[config.mk]
export PLATFORM = sky130hd
export DESIGN_NAME = keyed_top_k_score_table
export DESIGN_NICKNAME = d
export VERILOG_FILES = /design/src/sv/kts_pkg.sv /design/src/sv/kts_ram.sv /design/src/sv/kts_cmp.sv /design/src/sv/keyed_top_k_score_table.sv
export VERILOG_INCLUDE_DIRS = /design/src /design/src/sv
export SDC_FILE = /design/constraint.sdc
export NUM_CORES = 2
export LEC_CHECK = 0
export ABC_AREA = 1
export BUFFER_PORTS_ARGS = -buffer_cell sky130_fd_sc_hd__clkbuf_2
export CAP_MARGIN = 20
export CORE_MARGIN = 4
export CORE_UTILIZATION = 63
export CTS_BUF_LIST = sky130_fd_sc_hd__clkbuf_2
export DETAILED_ROUTE_END_ITERATION = 10
export HOLD_SLACK_MARGIN = 0.02
export PLACE_DENSITY = 0.8
export SYNTH_ARGS = -nofsm -noshare
export SYNTH_HDL_FRONTEND = slang
export SYNTH_SLANG_ARGS = --single-unit
[constraint.sdc]
create_clock -name clk -period 9.9 [get_ports clk]
set_clock_uncertainty 0.1 [all_clocks]
set_input_delay 0 -clock clk [delete_from_list [all_inputs] [get_ports clk]]
set_output_delay 0 -clock clk [all_outputs]
set_load 0.02 [all_outputs]
[src/sv/assert_macros.svh]
// ----------------------------------------------------------------------------
// assert_macros.svh
// Shared concurrent assertion macros, clocked on clk, off during reset.
// ----------------------------------------------------------------------------
`ifndef ASSERT_MACROS_SVH
`define ASSERT_MACROS_SVH

// Condition must hold at every clock edge out of reset.
`define ASSERT_ALWAYS(label, cond, msg) \
  label: assert property (@(posedge clk) disable iff (!rst_n) (cond)) else $error(msg);

// Antecedent at one edge implies consequent at the next edge.
`define ASSERT_NEXT(label, ante, cons, msg) \
  label: assert property (@(posedge clk) disable iff (!rst_n) (ante) |=> (cons)) \
    else $error(msg);

`endif

[src/sv/kts_pkg.sv]
`timescale 1ns / 1ps
// ----------------------------------------------------------------------------
// kts_pkg
// Shared types and constants of the keyed top-k score table.
// ----------------------------------------------------------------------------
package kts_pkg;

  localparam int SCORE_BITS  = 32;
  localparam int RANK_BITS   = 5;
  localparam int CFG_BITS    = 5;
  localparam int ACT_BITS    = 2;
  localparam int FIELD_KEY_BITS = 64;
  localparam logic [CFG_BITS-1:0] CFG_LIMIT_RESET = 5'd10;

  typedef enum logic [ACT_BITS-1:0] {
    ACT_UPDATE = 2'd0,
    ACT_LOOKUP = 2'd1,
    ACT_CLEAR  = 2'd2,
    ACT_NONE   = 2'd3
  } action_t;

  // Result of the shared compare unit.
  typedef struct packed {
    logic key_eq;   // stored key equals request key
    logic greater;  // request score strictly above stored score
  } cmp_res_t;

endpackage

[src/sv/kts_ram.sv]
`timescale 1ns / 1ps
// ----------------------------------------------------------------------------
// kts_ram
// Generic single-write, single-read RAM with registered read data.
// ----------------------------------------------------------------------------
module kts_ram #(
  parameter int WIDTH = 96,
  parameter int DEPTH = 16
) (
  input  logic                                    clk,
  input  logic                                    we,
  input  logic [((DEPTH > 1) ? $clog2(DEPTH) : 1)-1:0] waddr,
  input  logic [WIDTH-1:0]                        wdata,
  input  logic [((DEPTH > 1) ? $clog2(DEPTH) : 1)-1:0] raddr,
  output logic [WIDTH-1:0]                        rdata
);

  logic [WIDTH-1:0] mem [DEPTH];
  logic [WIDTH-1:0] rdata_r;

  always_ff @(posedge clk) begin
    if (we) begin
      mem[waddr] <= wdata;
    end
    rdata_r <= mem[raddr];
  end

  assign rdata = rdata_r;

endmodule

[src/sv/kts_cmp.sv]
`timescale 1ns / 1ps
// ----------------------------------------------------------------------------
// kts_cmp
// Shared compare unit: key equality and signed score order.
// ----------------------------------------------------------------------------
module kts_cmp #(
  parameter int KEY_BITS = 64
) (
  input  logic [KEY_BITS-1:0]               req_key,
  input  logic signed [kts_pkg::SCORE_BITS-1:0] req_score,
  input  logic [KEY_BITS-1:0]               ent_key,
  input  logic signed [kts_pkg::SCORE_BITS-1:0] ent_score,
  output kts_pkg::cmp_res_t                 res
);
  import kts_pkg::*;

  always_comb begin
    res.key_eq  = (req_key == ent_key);
    res.greater = (req_score > ent_score);
  end

endmodule

[src/sv/keyed_top_k_score_table.sv]
`timescale 1ns / 1ps
// ----------------------------------------------------------------------------
// keyed_top_k_score_table
// Ranked table of (key, score) pairs in descending score order, one RAM
// walked by a small sequencer through one shared compare unit.
// ----------------------------------------------------------------------------
// Each request is a scan of the live entries through the compare unit, a plan
//   step, then any slides of entries by one place (each a RAM read, then a write)
//   and, on a stored update, a final write of the new pair.
// busy stays high until the result, so one request is taken at a time; busy drops in the strobe cycle.
// The receiver cannot stall: out_valid is a one-cycle strobe.
// Reset (rst_n low, synchronous): table empty, limit 10, no request pending.
// ----------------------------------------------------------------------------
`include "assert_macros.svh"

module keyed_top_k_score_table #(
  parameter int MAX_ENTRIES = 16,
  parameter int KEY_BITS    = 64
) (
  input  logic                                  clk,
  input  logic                                  rst_n,
  // request channel
  input  logic                                  start,
  output logic                                  busy,
  input  logic [kts_pkg::ACT_BITS-1:0]          in_action,
  input  logic [kts_pkg::FIELD_KEY_BITS-1:0]    in_player_key,
  input  logic signed [kts_pkg::SCORE_BITS-1:0] in_score,
  // result channel
  output logic                                  out_valid,
  output logic                                  out_in_table,
  output logic [kts_pkg::RANK_BITS-1:0]         out_new_position,
  output logic [kts_pkg::RANK_BITS-1:0]         out_old_position,
  // configuration: table limit
  input  logic                                  cfg_valid,
  output logic                                  cfg_ready,
  input  logic [kts_pkg::CFG_BITS-1:0]          cfg_max_entries
);
  import kts_pkg::*;

  localparam int IW = (MAX_ENTRIES > 1) ? $clog2(MAX_ENTRIES) : 1;  // entry index
  localparam int CW = $clog2(MAX_ENTRIES + 1);                      // entry count
  localparam int LW = (CW > CFG_BITS) ? CW : CFG_BITS;              // limit compare
  localparam int RW = (CW > RANK_BITS) ? CW : RANK_BITS;            // rank math
  localparam int DW = KEY_BITS + SCORE_BITS;                        // RAM word

  // Sequencer states, one-hot.
  typedef enum logic [6:0] {
    ST_IDLE     = 7'b0000001,
    ST_SCAN_RD  = 7'b0000010,
    ST_SCAN_CMP = 7'b0000100,
    ST_PLAN     = 7'b0001000,
    ST_MOVE_RD  = 7'b0010000,
    ST_MOVE_WR  = 7'b0100000,
    ST_PUT      = 7'b1000000
  } state_t;

  // Limit in use: register value saturated to the store depth.
  function automatic logic [CW-1:0] limit_of(input logic [CFG_BITS-1:0] v);
    logic [LW-1:0] ext;
    ext = LW'(v);
    if (ext > LW'(MAX_ENTRIES)) begin
      return CW'(MAX_ENTRIES);
    end
    return CW'(ext);
  endfunction

  state_t                 state_r, state_nxt;
  logic [CFG_BITS-1:0]    max_entries_r, max_entries_nxt;
  logic [CW-1:0]          count_r, count_nxt;
  action_t                act_r, act_nxt;
  logic [KEY_BITS-1:0]    key_r, key_nxt;
  logic signed [SCORE_BITS-1:0] score_r, score_nxt;
  logic [CW-1:0]          j_r, j_nxt;          // scan pointer
  logic                   found_r, found_nxt;  // key seen in table
  logic [IW-1:0]          r_r, r_nxt;          // index of the old entry
  logic                   pfound_r, pfound_nxt;
  logic [CW-1:0]          p_r, p_nxt;          // insert slot, after removal
  logic [IW-1:0]          dst_r, dst_nxt;      // move destination
  logic [IW-1:0]          end_r, end_nxt;      // last move destination
  logic                   down_r, down_nxt;    // 1: slide toward head
  logic                   put_r, put_nxt;      // write the new pair at the end
  logic [IW-1:0]          ins_r, ins_nxt;
  logic                   out_valid_r, out_valid_nxt;
  logic                   out_in_table_r, out_in_table_nxt;
  logic [RANK_BITS-1:0]   out_new_r, out_new_nxt;
  logic [RANK_BITS-1:0]   out_old_r, out_old_nxt;

  logic [CW-1:0]          lim;
  logic                   accept;
  logic                   ram_we;
  logic [IW-1:0]          ram_waddr, ram_raddr;
  logic [DW-1:0]          ram_wdata, ram_rdata;
  cmp_res_t               cmp;

  // plan-phase helpers
  logic [CW-1:0]          cnt_rm;   // count after removing the old entry
  logic [CW-1:0]          ins_pos;  // final insert slot
  logic [CW-1:0]          n_top;    // highest index after a fresh insert
  logic [RW-1:0]          old_rank, new_rank;

  assign lim       = limit_of(max_entries_r);
  assign busy      = (state_r != ST_IDLE);
  assign accept    = start && !busy;
  assign cfg_ready = !busy;

  // Entry store: {key, score} per rank slot.
  kts_ram #(
    .WIDTH(DW),
    .DEPTH(MAX_ENTRIES)
  ) u_ram (
    .clk  (clk),
    .we   (ram_we),
    .waddr(ram_waddr),
    .wdata(ram_wdata),
    .raddr(ram_raddr),
    .rdata(ram_rdata)
  );

  // One compare unit serves every scanned entry.
  kts_cmp #(
    .KEY_BITS(KEY_BITS)
  ) u_cmp (
    .req_key  (key_r),
    .req_score(score_r),
    .ent_key  (ram_rdata[DW-1:SCORE_BITS]),
    .ent_score(ram_rdata[SCORE_BITS-1:0]),
    .res      (cmp)
  );

  assign cnt_rm   = count_r - CW'(found_r);
  assign ins_pos  = pfound_r ? p_r : cnt_rm;
  assign n_top    = (count_r >= lim) ? (lim - CW'(1)) : count_r;
  assign old_rank = found_r ? (RW'(r_r) + RW'(1)) : '0;
  assign new_rank = RW'(ins_pos) + RW'(1);

  // RAM addressing: scan and move reads, move and put writes.
  always_comb begin
    ram_raddr = IW'(j_r);
    if (state_r == ST_MOVE_RD) begin
      ram_raddr = down_r ? (dst_r + IW'(1)) : (dst_r - IW'(1));
    end
    ram_we    = (state_r == ST_MOVE_WR) || (state_r == ST_PUT);
    ram_waddr = (state_r == ST_PUT) ? ins_r : dst_r;
    ram_wdata = (state_r == ST_PUT) ? {key_r, score_r} : ram_rdata;
  end

  always_comb begin
    state_nxt        = state_r;
    max_entries_nxt  = max_entries_r;
    count_nxt        = count_r;
    act_nxt          = act_r;
    key_nxt          = key_r;
    score_nxt        = score_r;
    j_nxt            = j_r;
    found_nxt        = found_r;
    r_nxt            = r_r;
    pfound_nxt       = pfound_r;
    p_nxt            = p_r;
    dst_nxt          = dst_r;
    end_nxt          = end_r;
    down_nxt         = down_r;
    put_nxt          = put_r;
    ins_nxt          = ins_r;
    out_valid_nxt    = 1'b0;
    out_in_table_nxt = out_in_table_r;
    out_new_nxt      = out_new_r;
    out_old_nxt      = out_old_r;

    // Limit write trims the tail right away.
    if (cfg_valid && cfg_ready) begin
      max_entries_nxt = cfg_max_entries;
      if (count_r > limit_of(cfg_max_entries)) begin
        count_nxt = limit_of(cfg_max_entries);
      end
    end

    unique case (state_r)
      ST_IDLE: begin
        if (accept) begin
          act_nxt    = action_t'(in_action);
          key_nxt    = in_player_key[KEY_BITS-1:0];
          score_nxt  = in_score;
          j_nxt      = '0;
          found_nxt  = 1'b0;
          pfound_nxt = 1'b0;
          // count after any limit write on the same edge
          state_nxt  = (count_nxt == '0) ? ST_PLAN : ST_SCAN_RD;
        end
      end
      ST_SCAN_RD: begin
        state_nxt = ST_SCAN_CMP;
      end
      ST_SCAN_CMP: begin
        // Skip the matching entry; slot index counts only the others.
        if (cmp.key_eq) begin
          found_nxt = 1'b1;
          r_nxt     = IW'(j_r);
        end else if (!pfound_r && cmp.greater) begin
          pfound_nxt = 1'b1;
          p_nxt      = j_r - CW'(found_r);
        end
        j_nxt     = j_r + CW'(1);
        state_nxt = ((j_r + CW'(1)) == count_r) ? ST_PLAN : ST_SCAN_RD;
      end
      ST_PLAN: begin
        put_nxt          = 1'b0;
        ins_nxt          = IW'(ins_pos);
        out_old_nxt      = old_rank[RANK_BITS-1:0];
        out_new_nxt      = '0;
        out_in_table_nxt = 1'b0;
        state_nxt        = ST_IDLE;
        out_valid_nxt    = 1'b1;
        case (act_r)
          ACT_UPDATE: begin
            if (ins_pos < lim) begin
              out_new_nxt      = new_rank[RANK_BITS-1:0];
              out_in_table_nxt = 1'b1;
              put_nxt          = 1'b1;
              if (found_r && (CW'(r_r) < ins_pos)) begin
                // old entry above the slot: close the gap toward the head
                down_nxt = 1'b1;
                dst_nxt  = r_r;
                end_nxt  = IW'(ins_pos - CW'(1));
              end else if (found_r) begin
                // old entry at or below the slot: open a gap toward the tail
                down_nxt = 1'b0;
                dst_nxt  = r_r;
                end_nxt  = IW'(ins_pos + CW'(1));
              end else begin
                down_nxt  = 1'b0;
                dst_nxt   = IW'(n_top);
                end_nxt   = IW'(ins_pos + CW'(1));
                count_nxt = n_top + CW'(1);
              end
              if ((found_r && (CW'(r_r) == ins_pos)) ||
                  (!found_r && (n_top == ins_pos))) begin
                state_nxt     = ST_PUT;
                out_valid_nxt = 1'b0;
              end else begin
                state_nxt     = ST_MOVE_RD;
                out_valid_nxt = 1'b0;
              end
            end else if (found_r) begin
              // pair falls off the end: only remove the old entry
              down_nxt  = 1'b1;
              dst_nxt   = r_r;
              end_nxt   = IW'(count_r - CW'(2));
              count_nxt = count_r - CW'(1);
              if (CW'(r_r) != (count_r - CW'(1))) begin
                state_nxt     = ST_MOVE_RD;
                out_valid_nxt = 1'b0;
              end
            end
          end
          ACT_LOOKUP: begin
            out_new_nxt      = old_rank[RANK_BITS-1:0];
            out_in_table_nxt = found_r;
          end
          ACT_CLEAR: begin
            count_nxt = '0;
          end
          default: begin
            out_old_nxt = '0;
          end
        endcase
      end
      ST_MOVE_RD: begin
        state_nxt = ST_MOVE_WR;
      end
      ST_MOVE_WR: begin
        if (dst_r == end_r) begin
          if (put_r) begin
            state_nxt = ST_PUT;
          end else begin
            state_nxt     = ST_IDLE;
            out_valid_nxt = 1'b1;
          end
        end else begin
          dst_nxt   = down_r ? (dst_r + IW'(1)) : (dst_r - IW'(1));
          state_nxt = ST_MOVE_RD;
        end
      end
      ST_PUT: begin
        state_nxt     = ST_IDLE;
        out_valid_nxt = 1'b1;
      end
      default: begin
        state_nxt = ST_IDLE;
      end
    endcase
  end

  always_ff @(posedge clk) begin
    if (!rst_n) begin
      state_r       <= ST_IDLE;
      max_entries_r <= CFG_LIMIT_RESET;
      count_r       <= '0;
      out_valid_r   <= 1'b0;
    end else begin
      state_r       <= state_nxt;
      max_entries_r <= max_entries_nxt;
      count_r       <= count_nxt;
      out_valid_r   <= out_valid_nxt;
    end
  end

  // Datapath registers, no reset needed.
  always_ff @(posedge clk) begin
    act_r          <= act_nxt;
    key_r          <= key_nxt;
    score_r        <= score_nxt;
    j_r            <= j_nxt;
    found_r        <= found_nxt;
    r_r            <= r_nxt;
    pfound_r       <= pfound_nxt;
    p_r            <= p_nxt;
    dst_r          <= dst_nxt;
    end_r          <= end_nxt;
    down_r         <= down_nxt;
    put_r          <= put_nxt;
    ins_r          <= ins_nxt;
    out_in_table_r <= out_in_table_nxt;
    out_new_r      <= out_new_nxt;
    out_old_r      <= out_old_nxt;
  end

  assign out_valid        = out_valid_r;
  assign out_in_table     = out_in_table_r;
  assign out_new_position = out_new_r;
  assign out_old_position = out_old_r;

  // Table never holds more entries than the limit in use.
  `ASSERT_ALWAYS(a_count_in_limit, count_r <= lim, "entry count above limit")
  // An accepted request keeps the block busy on the next cycle.
  `ASSERT_NEXT(a_accept_busy, start && !busy, busy, "accepted request not busy")
  // Result strobe only appears once the sequencer is back at rest.
  `ASSERT_ALWAYS(a_strobe_idle, !(out_valid && busy), "result strobe while busy")

endmodule

==> flow_summary.toml <==
[timing]
fmax_mhz = 182.7
worst_hold_slack_ns = 0.2142
setup_tns_ns = 0
worst_pin_slew_ns = 1.291
period_share_pct = 55.28
slew_headroom_pct = 13.91
setup_viol = 0
rsz0062_at_grt = "false"
finalCriticalPeriod_ns = 5.473
hold_viol = 0
slew_viol_final = 0

[floorplan]
die_h_um = 343.4
die_w_um = 343.4
die_area_um2 = 117900
ios = 121
initial_core_util_pct = 63.78
rows = 122
coreArea_um2 = 111100

[synthesis]
synthMuxAreaShare_pct = 0
syn_nets = 5534
yosysTopAreaCell = "edfxtp_1"
syn_avg_cell_area_um2 = 13.22
yosysWarnings = 0
synthSimpleGateAreaFrac_pct = 8.336
synth_cell_types = 46
async_flop_share_pct = 0
synth_edf_count = 1675
synth_top_family_by_area = "compound AO/OA/AOI/OAI gates"
synth_xor_area_share_pct = 0.9763
ys_ff_latch = 1789
synth_area_um2 = 70870
ys_seq_area_share_pct = 74.19
synth_compound_area_share_pct = 12.27
synth_fa_ha_area_share_pct = 1.158
synth-main-ff-cell = "edfxtp_1"
netlist_top_cells_area = "edfxtp_1, o21ai_0, nor2_1"
yosys.area.top_type_share_pct = 70.97
synthCells = 5362

[pwr]
max-vdd-ir-drop_mv = 0.2734
powerDensity_nw_per_um2 = 271.1
power_leakage_nw = 28.48

[critical_path]
criticalPathCategory = "reg2reg"
cp_common_cell = "buf_4"
path_cells = "nor2_1 -> nand2_2 -> inv_1 -> nand2_4 -> buf_4 -> or2_2 -> o21ai_0 -> inv_1 -> nand3_1 -> nor2_4 -> buf_4 -> buf_4"
cp.required_ns = 11.00
critPathCaptureType = "register"
cp_slowest_cell = "nor2_4"
startpoint_type = "register"
cp_slowest_stage_delay_ns = 0.81
cp.arrival_ns = 6.57
r2r.worst_path.cells = 12
worst-path-max-fanout = 58
reg2reg_slack_ns = 4.43

[run_status]
outcome = "finished, final reports clean"

[global_route]
grt_max_degree = 240
grt_pass1_vias = 49030
grt-ovfl-total = 0
grt_pass1_wl_mm = 274.7
antenna_found_initial = 2
track_usage_pct = 30.29

[final_layout]
drive_above_1_share_pct = 14.93
area_growth_pct = 14.55
nNetsFinal = 6290

[placement]
dp_hpwl_mm = 87.19
place_congestion = 0.8916
port_buffers = 120

[min_path]
min_path_cells = 6
worstHoldPathType = "in2reg"

[clock_network]
clk_pin_slew_ns = 0.11
cts_buffer_depth = 4
cts.sinks = 1789
htree_num_levels = 5
cts_root_buf = "clkbuf_2"
clock_latency_ns = 1.66
numCtsBuffers = 432
cts_tree = "yes"
cts_resized = 0
post_cts_buffers = 0

[route]
drtPass1Iterations = 8
drt_iter0_markers = 6873
final_antenna_net_count = 0
routed_wirelength_mm = 180.5
viasPerCell = 6.171
vias = 49140
wl_per_cell_um = 22.66
drc = 0

[job]
maxCapViolCount = 0
-- critical path: cells and delay by family, from the launching register on --
family	cells	cell delay (ns)
buffers and inverters	5	2.38
and+or+nand+nor	6	2.04
DFF	1	0.37
AOI/OAI and AO/OA	1	0.15
-- power by group --
part | total (mW) | switching, mW | internal (mW)
combinational | 7.34 | 5.26 | 2.09
clock | 4.65 | 2.88 | 1.77
sequential | 10.0 | 0.313 | 9.70
total | 22.0 | 8.45 | 13.6
-- placed cells by master (no fill, tap or decap), drive strengths merged, types with 114 or more instances in the layout --
cell type,netlist,routed
buf,170,118
clkbuf,174,776
clkinv,0,119
dfxtp,114,114
dlygate4sd3,0,427
edfxtp,1675,1675
inv,171,174
nand2,409,409
nand3,148,148
nor2,876,876
o21ai,873,873
o221ai,281,281
-- state kept, by name, summed over array words and instances (netlist names), 5 cells and up --
| name | count |
|---|---|
| j_r | 5 |
| max_entries_r | 5 |
| key_r | 64 |
| p_r | 5 |
| score_r | 32 |
| u_ram.rdata | 96 |
| u_ram.mem | 1536 |
| out_new_position | 5 |
| out_old_position | 5 |
| count_r | 5 |
| state_r | 7 |
-- layout make-up --
cell class	instances	area [µm²]
flip-flops and latches	1789	52580
fillers	7046	29940
multi-input cells	3058	16280
repair buffers	666	5937
clock buffers	655	3278
well taps	1488	1862
inverters	171	671.9
clock inverters	130	555.5
diodes	7	17.52
-- synth_stat cells, drive strengths merged, types with 64 or more instances --
cell       n
edfxtp  1675
o21ai    873
inv      171
o221ai   281
o22ai    111
nand2    409
clkbuf   174
o211ai   108
buf      170
ha        64
dfxtp    114
nor2     876
nand3    148
-- per-layer routing --
| layer | track usage (%) | part of all wire, % |
|---|---|---|
| met5 | 0 | 0.064 |
| met4 | 13.19 | 3.5 |
| met3 | 5.031 | 11 |
| met2 | 49.79 | 49 |
| met1 | 40.55 | 37 |
-- worst paths after layout --
kind | start | to
worst min register to register | j_r[3]$_SDFFCE_PN0P_ | r_r[3]$_DFFE_PP_
worst max-delay path | state_r[1]$_SDFFE_PN0P_ | u_ram.mem[12][18]$_DFFE_PP_
worst min-delay path | start | score_r[17]$_DFFE_PP_
worst max register to register | state_r[1]$_SDFFE_PN0P_ | u_ram.mem[12][18]$_DFFE_PP_
-- timing repair --
item / in CTS / in global routing
hold buffers: 427 / 0
hold endpoints to repair: 221 / 0
endpoints found under the setup margin: 0 / 0
-- stage by stage --
stage                     total power, mW  instances  area (µm²)  setup slack [ns]  util (%)
final                               22.01       7964       81190             4.427     73.06
after global routing                23.18       7964       81190             4.210     73.06
after CTS                           21.80       7935       80960             4.295     72.86
after detailed placement            17.10       6723       72850             4.256     65.56
after global placement              16.79       6721       72800             4.420     65.51
after floorplan                     14.88       5362       70870             3.755         -
-- cell families after synthesis --
family          after synthesis
compound gates             1435
xor+xnor                     79
fa+ha+maj                    65
buf+inv                     515
flops                      1789
simple gates               1479
(Power assumes the default switching activity.)
